==> config.mk <==
export PLATFORM = sky130hd
export DESIGN_NAME = mrc_div_dim
export DESIGN_NICKNAME = d
export VERILOG_FILES = /design/src/rtl/core/mrc_pkg.sv /design/src/rtl/core/mrc_div_dim.sv
export SDC_FILE = /design/constraint.sdc
export NUM_CORES = 2
export LEC_CHECK = 0
export BUFFER_PORTS_ARGS = -buffer_cell sky130_fd_sc_hd__buf_2
export CAP_MARGIN = 0
export CORE_ASPECT_RATIO = 1.5
export CORE_UTILIZATION = 55
export CTS_CLUSTER_DIAMETER = 60
export DETAILED_ROUTE_END_ITERATION = 10
export PLACE_DENSITY = 0.78
export SETUP_SLACK_MARGIN = 0.1
export SLEW_MARGIN = 40
export SYNTH_ARGS = -nofsm -noshare
export SYNTH_HDL_FRONTEND = slang
export SYNTH_SLANG_ARGS = --single-unit
==> constraint.sdc <==
create_clock -name clk -period 14.6 [get_ports clk]
set_input_delay 0.73 -clock clk [delete_from_list [all_inputs] [get_ports clk]]
set_output_delay 0.73 -clock clk [all_outputs]
set_load 0.02 [all_outputs]
==> src/rtl/core/mrc_pkg.sv <==
package mrc_pkg;

  // fixed field widths and dimension count
  localparam int FLAT_BITS    = 48;
  localparam int NUM_DIMS     = 4;

  // restoring division: quotient bits resolved per pipeline stage
  localparam int DIV_STEPS    = 4;
  localparam int DIV_STAGES   = FLAT_BITS / DIV_STEPS;

  // saturation value for strides and the total size
  localparam logic [FLAT_BITS:0] STRIDE_CAP = {1'b1, {FLAT_BITS{1'b0}}};

  // conversion direction
  localparam logic FUNC_LIN   = 1'b0;
  localparam logic FUNC_DELIN = 1'b1;

  // configuration register indexes
  localparam int CFG_IDX_BITS = 3;
  typedef enum logic [CFG_IDX_BITS-1:0] {
    CFG_SIZE_DIM0 = 3'd0,
    CFG_SIZE_DIM1 = 3'd1,
    CFG_SIZE_DIM2 = 3'd2,
    CFG_SIZE_DIM3 = 3'd3
  } cfg_idx_t;

  // control that travels with each beat down the pipeline
  typedef struct packed {
    logic vld;
    logic func;
    logic oor;
  } mrc_ctl_t;

endpackage

==> src/rtl/core/mrc_div_dim.sv <==
module mrc_div_dim
  import mrc_pkg::*;
#(
  parameter int COORD_BITS = 12,
  parameter int DIM        = 0
) (
  input  logic                                 clk,
  input  logic                                 rst_n,
  input  mrc_ctl_t                             ctl_i,
  input  logic [FLAT_BITS-1:0]                 flat_i,
  input  logic [NUM_DIMS-1:0][COORD_BITS-1:0]  coord_i,
  input  logic [COORD_BITS:0]                  size_i,
  output mrc_ctl_t                             ctl_o,
  output logic [FLAT_BITS-1:0]                 flat_o,
  output logic [NUM_DIMS-1:0][COORD_BITS-1:0]  coord_o
);

  mrc_ctl_t                            ctl_r   [DIV_STAGES];
  logic [FLAT_BITS-1:0]                flat_r  [DIV_STAGES];
  logic [NUM_DIMS-1:0][COORD_BITS-1:0] coord_r [DIV_STAGES];
  logic [COORD_BITS-1:0]               rem_r   [DIV_STAGES-1];

  for (genvar s = 0; s < DIV_STAGES; s++) begin : g_stage
    mrc_ctl_t                            ctl_in;
    logic [FLAT_BITS-1:0]                num_in;
    logic [COORD_BITS-1:0]               rem_in;
    logic [NUM_DIMS-1:0][COORD_BITS-1:0] coord_in;
    logic [FLAT_BITS-1:0]                num_nxt;
    logic [COORD_BITS-1:0]               rem_nxt;
    logic [NUM_DIMS-1:0][COORD_BITS-1:0] coord_nxt;

    // stage inputs: the remainder starts at zero for each dimension
    if (s == 0) begin : g_first
      assign ctl_in   = ctl_i;
      assign num_in   = flat_i;
      assign rem_in   = '0;
      assign coord_in = coord_i;
    end else begin : g_next
      assign ctl_in   = ctl_r[s-1];
      assign num_in   = flat_r[s-1];
      assign rem_in   = rem_r[s-1];
      assign coord_in = coord_r[s-1];
    end

    // DIV_STEPS restoring division steps, quotient bits shift in at the bottom
    always_comb begin
      logic [COORD_BITS:0]   part;
      logic [COORD_BITS-1:0] rem_v;
      logic [FLAT_BITS-1:0]  num_v;
      rem_v = rem_in;
      num_v = num_in;
      for (int k = 0; k < DIV_STEPS; k++) begin
        part = {rem_v, num_v[FLAT_BITS-1]};
        if (part >= size_i) begin
          rem_v = COORD_BITS'(part - size_i);
          num_v = {num_v[FLAT_BITS-2:0], 1'b1};
        end else begin
          rem_v = part[COORD_BITS-1:0];
          num_v = {num_v[FLAT_BITS-2:0], 1'b0};
        end
      end
      coord_nxt = coord_in;
      if (ctl_in.func == FUNC_DELIN) begin
        num_nxt = num_v;
        rem_nxt = rem_v;
        if (s == DIV_STAGES - 1) begin
          coord_nxt[DIM] = rem_v;
        end
      end else begin
        num_nxt = num_in;
        rem_nxt = rem_in;
      end
    end

    always_ff @(posedge clk) begin
      if (!rst_n) begin
        ctl_r[s] <= '0;
      end else begin
        ctl_r[s] <= ctl_in;
      end
      flat_r[s]  <= num_nxt;
      coord_r[s] <= coord_nxt;
    end

    // partial remainder carried between stages of the same dimension
    if (s < DIV_STAGES - 1) begin : g_rem
      always_ff @(posedge clk) begin
        rem_r[s] <= rem_nxt;
      end
    end
  end

  assign ctl_o   = ctl_r[DIV_STAGES-1];
  assign flat_o  = flat_r[DIV_STAGES-1];
  assign coord_o = coord_r[DIV_STAGES-1];

`ifndef ASSERT_OFF
  // a linearise result rides through the divider unchanged
  a_lin_passes: assert property (@(posedge clk) disable iff (!rst_n)
    (ctl_o.vld && ctl_o.func == FUNC_LIN) |-> flat_o == $past(flat_i, DIV_STAGES))
    else $error("linear index altered in divider stage");
`endif

endmodule

==> impl_metrics.toml <==
[logic_synthesis]
yosysSeqAreaShare_pct = 39.4
synthArstFlopShare_pct = 0
yosys_warnings = 0
synth-edff-count = 0
netlist_instances = 6874
synth-seq-cells = 1320
synth_top_area_share_pct = 39.4
syn-cell-area_sq_mm = 0.0671
syn_area_per_cell_sq_um = 9.76
ys_top_cells_by_area = "dfxtp_1 39%, ha_1 11%, mux2_2 11%"
syn_nets = 7648
synth.distinct_cells = 95
synth-main-ff-cell = "dfxtp_1"
yosys.area.top_type = "dfxtp_1"

[global_route]
grt_usage_pct = 32.5
antenna_found_initial = 16
grt_max_degree = 86
grt_pass1_wl_um = 305000
grt_pass1_vias = 52500
grt.overflow.total = 0

[sta]
rsz0062_at_grt = "no"
fin_crit_sh_pct = 72.0
hold_viol_final = 0
maxSlewHeadroom_pct = 30.0
fmax_ghz = 0.0952
worst_pin_slew_ns = 1.04
timing.hold.ws_ns = 0.0354
setup_violations = 0
period_minus_slack_ns = 10.51
finalClockSkew_ns = 0.0578
maxSlewViolCount = 0
tns_ns = 0

[clock_tree]
clk_latency_ns = 0.80
numCtsBuffers = 121
clock_tree.buffer_depth = 3
clock_sinks = 1320
clkSlewWorstSetupHoldPaths_ns = 0.07
cts_root_buf = "clkbuf_16"
post-cts-setup-buffer-count = 0
cts_tree = "done"
cts_max_level = 3

[critical_path]
cp_slowest_cell = "a21oi_1"
slowest_delay_ns = 0.66
arrival_ns = 11.13
worst_setup_path_start_kind = "input pin"
worstRegToRegCells = 36
cp_max_fo = 52
end_kind = "register"
crit_type = "input pin to register"
worstPathRequired_ns = 15.22

[power_and_ir_drop]
swShare_pct = 42.9
clkPwrFrac_pct = 19.7
p_int_w = 0.00988
p_switching_w = 0.00741
comb_power_share_pct = 55.3
power.leakage_nw = 32.3
peakVddDrop_v = 0.000143
p_seq_share_pct = 25.0
power_density_mw_per_mm2 = 234
power.total_w = 0.0173

[detailed_routing]
drc = 0
first_iter_violations = 3196
final_antenna_net_count = 0
viasPerCell = 5.96
via_count = 51900
wl_per_cell_um = 23.6
drt_wl_total_um = 205000
dr.pass1.iters = 6

[worst_hold_path]
hold_path_depth = 1
worst_hold_path_type = "input pin to register"

[job]
cap_violations = 0

[cells_and_area]
area_growth_pct = 10.2
drive_above_1_share_pct = 18.0
final_nets = 7786

[placed_design]
dpl.hpwl_um = 155000
port_buffers = 212
place_congestion = 0.988

[floorplanning]
die_y_um = 430
die_w_um = 287
rows = 156
dieArea_sq_mm = 0.123
start_util_pct = 55.5
io_pins = 213
core_sq_mm = 0.121

[status]
status = "complete, no violations"
[per-layer routing]
layer  GRT usage [%]  up-vias  wire (um)
li1                -    24900          -
met5               0        -         44
met3            4.54      843      10100
met1            33.0    24300      73400
met4            30.0        6      21400
met2            57.0     1812     100000
[final cells by class]
cell class | instances | area, sq um
timing repair buffer | 290 | 1750
clock inverter | 79 | 1090
sequential | 1320 | 26400
inverter | 287 | 1080
antenna | 8 | 20.0
multi-input combinational | 4992 | 38200
clock buffer | 149 | 3330
fill | 9902 | 46900
tap | 1580 | 1980
[cells in the final DEF, fill, tap and decap left out, types with 57 or more instances in the layout]
cell / instances
nor2b_1: 96
nand2b_1: 76
inv_1: 271
xnor2_1: 261
o21ai_0: 383
mux2i_1: 81
clkbuf_16: 121
mux2_2: 663
nor3_1: 110
ha_1: 613
nand2_1: 412
a31oi_1: 65
nand3_1: 97
nand4_1: 83
a21o_1: 149
a21oi_1: 486
o21a_1: 99
o21bai_1: 57
buf_2: 212
buf_4: 65
nor2_1: 462
xor2_1: 135
dfxtp_1: 1309
[sequential cells by signal, indices dropped and copies added (netlist names)]
| signal | cells |
|---|---|
| coord_r | 576 |
| flat_r | 576 |
| ctl_r | 36 |
| rem_r | 132 |
[cells in the mapped netlist, types with 32 or more instances]
| library cell | n |
|---|---|
| mux2i_1 | 81 |
| a31oi_1 | 66 |
| nand4_1 | 83 |
| o31a_1 | 35 |
| ha_1 | 613 |
| inv_1 | 283 |
| a211oi_1 | 39 |
| xnor2_1 | 261 |
| buf_4 | 100 |
| clkbuf_1 | 142 |
| a21oi_1 | 487 |
| xor2_1 | 135 |
| or3_1 | 43 |
| nor2b_1 | 96 |
| nand3_1 | 97 |
| dfxtp_1 | 1320 |
| a21o_1 | 149 |
| o31ai_1 | 37 |
| nand2_1 | 412 |
| o21ai_0 | 383 |
| mux2_2 | 663 |
| o211ai_1 | 32 |
| o21a_1 | 99 |
| nand2b_1 | 76 |
| nor2_1 | 464 |
| o21bai_1 | 57 |
| and2_1 | 49 |
| fa_1 | 47 |
| nor3_1 | 110 |
[stage by stage]
stage	cell area (sq um)	std cells	worst slack, ns	util, %
finish	73900	8705	4.09	61.2
global route	73900	8703	3.38	61.2
CTS	73900	8697	4.25	61.1
detailed placement	69400	8467	3.44	57.5
global placement	69400	8466	2.96	57.4
floorplan	67100	6874	3.84	-
[critical path, delay by kind of cell]
| family | cells | cell delay, ns |
|---|---|---|
| fa+ha+maj | 4 | 1.24 |
| simple gates | 6 | 0.79 |
| mux | 1 | 0.39 |
| compound gates | 20 | 6.14 |
| buf+inv | 6 | 1.76 |
[power by group through the flow]
stage | Clock [W] | Sequential [W] | Combinational, W
detailed placement | 0 | 0.00438 | 0.00934
CTS | 0.00347 | 0.00431 | 0.00942
global placement | 0 | 0.00438 | 0.00924
global route | 0.00361 | 0.00434 | 0.0104
floorplan | 0 | 0.00418 | 0.00725
finish | 0.00341 | 0.00432 | 0.00957
[cells by family (layout without fill, tap and decap cells)]
kind of cell	count (synthesis)	count (layout)	synth area share, %
AOI/OAI and AO/OA	1643	1643	15.5
xor gates and xnor gates	396	396	5.17
adders and majority gates	660	660	12.8
buffers and inverters	562	805	3.76
DFF	1320	1320	39.4
muxes	746	746	12.4
other	0	8	0
and+or+nand+nor	1547	1547	10.9
[worst paths after layout]
path	from	to	slack (ns)
max	size_i[1]	coord_r[2][145]	4.09
min	coord_i[41]	coord_r[0][41]	0.04
max reg2reg	rem_r[3][1]	rem_r[4][9]	4.57
min reg2reg	coord_r[0][47]	coord_r[0][95]	0.30
[repair_timing]
| item | in CTS | in global routing |
|---|---|---|
| setup endpoints to repair | 0 | 0 |
| resized for setup | 0 | 0 |
| hold buffers | 2 | 0 |
| endpoints found under the hold margin | 2 | 0 |
No activity file was read; power rests on OpenSTA's default activity.
