File: src/rtl/core/mrc_pkg.sv
package mrc_pkg;

  // fixed field widths and dimension count
  localparam int FLAT_BITS    = 48;
  localparam int NUM_DIMS     = 4;

  // restoring division: quotient bits resolved per pipeline stage
  localparam int DIV_STEPS    = 4;
  localparam int DIV_STAGES   = FLAT_BITS / DIV_STEPS;

  // saturation value for strides and the total size
  localparam logic [FLAT_BITS:0] STRIDE_CAP = {1'b1, {FLAT_BITS{1'b0}}};

  // conversion direction
  localparam logic FUNC_LIN   = 1'b0;
  localparam logic FUNC_DELIN = 1'b1;

  // configuration register indexes
  localparam int CFG_IDX_BITS = 3;
  typedef enum logic [CFG_IDX_BITS-1:0] {
    CFG_SIZE_DIM0 = 3'd0,
    CFG_SIZE_DIM1 = 3'd1,
    CFG_SIZE_DIM2 = 3'd2,
    CFG_SIZE_DIM3 = 3'd3
  } cfg_idx_t;

  // control that travels with each beat down the pipeline
  typedef struct packed {
    logic vld;
    logic func;
    logic oor;
  } mrc_ctl_t;

endpackage

File: src/rtl/core/mrc_lin_dim.sv
module mrc_lin_dim
  import mrc_pkg::*;
#(
  parameter int COORD_BITS = 12,
  parameter int DIM        = 0
) (
  input  logic                                 clk,
  input  logic                                 rst_n,
  input  mrc_ctl_t                             ctl_i,
  input  logic [FLAT_BITS-1:0]                 flat_i,
  input  logic [NUM_DIMS-1:0][COORD_BITS-1:0]  coord_i,
  input  logic [FLAT_BITS:0]                   stride_i,
  input  logic [COORD_BITS:0]                  size_i,
  output mrc_ctl_t                             ctl_o,
  output logic [FLAT_BITS-1:0]                 flat_o,
  output logic [NUM_DIMS-1:0][COORD_BITS-1:0]  coord_o,
  output logic [FLAT_BITS:0]                   stride_o
);

  localparam int TERM_W = FLAT_BITS + 1 + COORD_BITS;
  localparam int PROD_W = FLAT_BITS + 2 + COORD_BITS;

  mrc_ctl_t                            ctl_a_r;
  logic [FLAT_BITS-1:0]                flat_a_r;
  logic [NUM_DIMS-1:0][COORD_BITS-1:0] coord_a_r;
  logic [FLAT_BITS-1:0]                term_a_r;
  logic [PROD_W-1:0]                   sprod_a_r;
  logic [TERM_W-1:0]                   term_full;
  logic [FLAT_BITS-1:0]                term_a_nxt;
  logic [PROD_W-1:0]                   sprod_a_nxt;

  mrc_ctl_t                            ctl_b_r;
  logic [FLAT_BITS-1:0]                flat_b_r;
  logic [NUM_DIMS-1:0][COORD_BITS-1:0] coord_b_r;
  logic [FLAT_BITS:0]                  stride_b_r;
  logic [FLAT_BITS-1:0]                flat_b_nxt;
  logic [FLAT_BITS:0]                  stride_b_nxt;

  // stage a: coordinate times stride, and the next stride before saturation
  always_comb begin
    term_full   = TERM_W'(coord_i[DIM]) * TERM_W'(stride_i);
    term_a_nxt  = term_full[FLAT_BITS-1:0];
    sprod_a_nxt = PROD_W'(stride_i) * PROD_W'(size_i);
  end

  always_ff @(posedge clk) begin
    if (!rst_n) begin
      ctl_a_r <= '0;
    end else begin
      ctl_a_r <= ctl_i;
    end
    flat_a_r  <= flat_i;
    coord_a_r <= coord_i;
    term_a_r  <= term_a_nxt;
    sprod_a_r <= sprod_a_nxt;
  end

  // stage b: accumulate the term, saturate the stride
  always_comb begin
    if (ctl_a_r.func == FUNC_LIN) begin
      flat_b_nxt = flat_a_r + term_a_r;
    end else begin
      flat_b_nxt = flat_a_r;
    end
    if (sprod_a_r > PROD_W'(STRIDE_CAP)) begin
      stride_b_nxt = STRIDE_CAP;
    end else begin
      stride_b_nxt = sprod_a_r[FLAT_BITS:0];
    end
  end

  always_ff @(posedge clk) begin
    if (!rst_n) begin
      ctl_b_r <= '0;
    end else begin
      ctl_b_r <= ctl_a_r;
    end
    flat_b_r   <= flat_b_nxt;
    coord_b_r  <= coord_a_r;
    stride_b_r <= stride_b_nxt;
  end

  assign ctl_o    = ctl_b_r;
  assign flat_o   = flat_b_r;
  assign coord_o  = coord_b_r;
  assign stride_o = stride_b_r;

`ifndef ASSERT_OFF
  // a split request keeps its flat index untouched through the accumulator
  a_delin_passes: assert property (@(posedge clk) disable iff (!rst_n)
    (ctl_o.vld && ctl_o.func == FUNC_DELIN) |-> flat_o == $past(flat_i, 2))
    else $error("flat index altered in linearise stage");
`endif

endmodule

File: config.mk
export PLATFORM = sky130hd
export DESIGN_NAME = mrc_lin_dim
export DESIGN_NICKNAME = d
export VERILOG_FILES = /design/src/rtl/core/mrc_pkg.sv /design/src/rtl/core/mrc_lin_dim.sv
export SDC_FILE = /design/constraint.sdc
export NUM_CORES = 2
export LEC_CHECK = 0
export ABC_AREA = 1
export BUFFER_PORTS_ARGS = -buffer_cell sky130_fd_sc_hd__buf_2
export CAP_MARGIN = 15
export CORE_ASPECT_RATIO = 0.6
export CORE_MARGIN = 2
export CORE_UTILIZATION = 55
export CTS_BUF_LIST = sky130_fd_sc_hd__clkbuf_2
export DETAILED_ROUTE_END_ITERATION = 10
export GPL_TIMING_DRIVEN = 0
export MAX_ROUTING_LAYER = met4
export PLACE_DENSITY_LB_ADDON = 0.05
export SLEW_MARGIN = 40
export SYNTH_ARGS = -nofsm -noshare
export SYNTH_HDL_FRONTEND = slang
export SYNTH_SLANG_ARGS = --single-unit
File: constraint.sdc
create_clock -name clk -period 14.6 [get_ports clk]
set_input_delay 1.46 -clock clk [delete_from_list [all_inputs] [get_ports clk]]
set_output_delay 1.46 -clock clk [all_outputs]
set_load 0.005 [all_outputs]
==> results.py <==
metrics = {
    "worst_hold_path": {
        "worstHoldStart": "flat_i[40]",
        "hold_depth": 1,
        "whs_endpoint": "flat_a_r[40]$_DFF_P_",
        "min_path_type": "in2reg",
    },
    "yosys": {
        "ys_warn_count": 0,
        "synth_edf_count": 0,
        "synthMostInstantiatedCell": "nand2_1",
        "yosysSeqAreaShare_pct": 14.17,
        "syn-num-nets": 8273,
        "synth_ff_type": "dfxtp_1",
        "ys_top_cells_by_area": "fa_1 36%, nand2_1 17%, inv_1 14%",
        "async_reset_ff_share_pct": 0,
        "synth_seq_cells": 357,
        "synthCells": 6974,
        "syn_area_mm2": 0.05042,
        "yosys.area.top_type": "fa_1",
        "synth_cell_type_count": 38,
        "syn-mean-instance-area_um2": 7.230,
        "synth_top_area_share_pct": 36.41,
        "synthTopCellsByCount": "2242 x nand2_1, 1930 x inv_1, 917 x fa_1",
    },
    "worst_setup_path": {
        "rrSetupSlack_ns": 11.00,
        "crit_slowest_cell": "clkbuf_1",
        "cp-end-kind": "register",
        "crit_fanout": 10,
        "required_ns": 15.82,
        "reg2reg_depth": 15,
        "r2r_start": "flat_a_r[0]$_DFF_P_",
        "critPathBufInv": 5,
        "r2r_end": "flat_o[32]$_DFF_P_",
        "crit_top_cell": "fa_1",
        "path_class": "in2reg",
        "start_kind": "input pin",
        "max_stage_delay_ns": 0.76,
        "cpLargestDelayFamily": "adder cells",
        "arrival_ns": 8.72,
        "cp_cell_sequence": "buf_2, clkbuf_1, clkbuf_1, nand2_1, fa_1, fa_1, fa_1, fa_1, fa_1, inv_1, ha_1, nand2_1, nor2_1, inv_1, o21ai_0, nor2_1, o21ai_1, xor2_1",
    },
    "finish": {
        "num-nets-final": 8617,
        "drive_gt1_share_pct": 7.034,
        "layoutNonFillerInstCount": 8621,
        "syn2layout_area_growth_pct": 7.578,
        "multi_input_area_mm2": 0.03500,
        "final_core_utilization_pct": 60.08,
        "n_fill_cell": 8618,
        "regArea_mm2": 0.007147,
    },
    "clock_tree": {
        "cts_tree": "built",
        "clock_latency_ns": 1.45,
        "path_clk_slew_ns": 0.12,
        "hold_buffers": 0,
        "htree_levels": 3,
        "cts_root_buf": "clkbuf_2",
        "ctsResizeCount": 0,
        "clock_path_buffers": 3,
        "cts_sinks": 357,
        "numCtsBuffers": 85,
        "cts_setup_buffers": 0,
    },
    "timing": {
        "finClkSkew_ns": 0.1647,
        "fmax_mhz": 133.3,
        "timing.final.crit_share_pct": 51.39,
        "relSlewSlack_pct": 29.69,
        "rsz0062_at_grt": "false",
        "worst_pin_slew_ns": 1.050,
        "holdWs_ns": 0.1380,
        "drv_slew": 0,
        "hold_violations": 0,
        "setup-tns-final_ns": 0,
        "period_minus_slack_ns": 7.503,
        "setup_viol": 0,
    },
    "global_route": {
        "antenna_found_initial": 22,
        "met2_usage_pct": 46.37,
        "use_met1_pct": 63.17,
        "gr-usage-met3_pct": 28.74,
        "grt_pass1_wl_um": 282700,
        "grt_busiest_layer": "met1",
        "track_usage_pct": 42.96,
        "grt_max_degree": 15,
        "grt_overflow": 0,
        "grt_pass1_vias": 44109,
    },
    "routing": {
        "wire_per_inst_um": 22.46,
        "first_iter_violations": 5988,
        "ant_nets": 0,
        "via_per_inst": 5.350,
        "via_count": 46124,
        "drtPass1Iterations": 7,
        "route.detailed.drc": 0,
        "drt_wl_total_um": 193600,
    },
    "die": {
        "core_region_area_mm2": 0.09029,
        "die_area_mm2": 0.09420,
        "pin_count": 311,
        "die_h_um": 238.5,
        "rows": 85,
        "initial_core_util_pct": 55.85,
        "dieWidth_um": 394.9,
    },
    "run_status": {
        "status": "finished clean",
    },
    "place": {
        "hpwl_um": 165800,
        "place_congestion": 1.054,
        "dp_cells": 8449,
        "port_buffers": 257,
    },
    "job": {
        "cap_violations": 0,
    },
}
==> per-layer routing <==
| metal | part of all wire (%) | wire length [um] |
|---|---|---|
| met4 | 1.7 | 3331 |
| met2 | 33 | 62920 |
| met1 | 44 | 84330 |
| met5 | 0 | 0 |
| met3 | 22 | 43020 |
==> metrics by stage <==
stage | setup slack (ns) | instance area [um^2]
6_report | 7.097 | 54250
5_1_grt | 7.368 | 54240
4_1_cts | 7.880 | 54160
3_5_place_dp | 6.430 | 53320
3_3_place_gp | 5.784 | 53230
2_1_floorplan | 8.572 | 50420
==> sequential cells by signal, summed over array words and instances, names as in the netlist <==
register,flops
flat_a_r,48
coord_o,48
sprod_a_r,62
stride_o,49
ctl_a_r,3
flat_o,48
coord_a_r,48
ctl_o,3
term_a_r,48
==> how the worst max path moves through the flow <==
stage	slack, ns	start	end	cells after the start
global placement	5.78	coord_i[5]	term_a_r[29]$_DFF_P_	20
CTS	7.88	coord_i[8]	term_a_r[29]$_DFF_P_	18
detailed placement	6.43	coord_i[8]	term_a_r[29]$_DFF_P_	18
global route	7.37	coord_i[8]	term_a_r[29]$_DFF_P_	18
floorplan	8.57	size_i[1]	sprod_a_r[51]$_DFF_P_	21
finish	7.10	coord_i[6]	term_a_r[29]$_DFF_P_	18
==> cell type report <==
class                           instances  area share, %
Clock inverter                         33         0.4982
Inverter                             1930          13.35
Tap cell                             1218          2.809
Clock buffer                          114          1.052
Sequential cell                       357          13.17
Multi-Input combinational cell       4419          64.52
Timing Repair Buffer                  257          2.371
Buffer                                268          2.104
Antenna cell                           25         0.1153
==> cell usage in the layout (no fill, tap or decap), types with 54 or more instances in the layout <==
master	count
a21oi_1	172
buf_2	269
clkbuf_1	170
clkbuf_2	178
dfxtp_1	357
fa_1	917
ha_1	219
inv_1	1930
nand2_1	2242
nand3_1	180
nand4_1	54
nor2_1	333
o21ai_0	87
==> worst register-to-register path, stage by stage (launching register included) <==
cell,delay [ns]
dfxtp_1,0.35
ha_1,0.29
inv_1,0.09
fa_1,0.43
inv_1,0.27
nand3_1,0.11
nand3_1,0.35
nand2_1,0.09
nand3_1,0.47
nand2_1,0.11
nand2_1,0.35
nand2_1,0.17
nand2_1,0.11
nand2_1,0.05
nand3_1,0.20
nand2_1,0.08
==> kinds of logic after synthesis <==
| group | count (synthesis) | share of synthesized area [%] |
|---|---|---|
| AO/OA/AOI/OAI | 313 | 3.360 |
| adder cells (fa/ha/maj) | 1136 | 41.84 |
| XOR/XNOR | 70 | 1.216 |
| AND/OR/NAND/NOR | 2900 | 22.96 |
| buffers and inverters | 2198 | 16.45 |
| flip-flops | 357 | 14.17 |
Power is left out: the tool's default activity adds up to more than one toggle a clock period on the data nets, which glitch-free logic cannot reach.
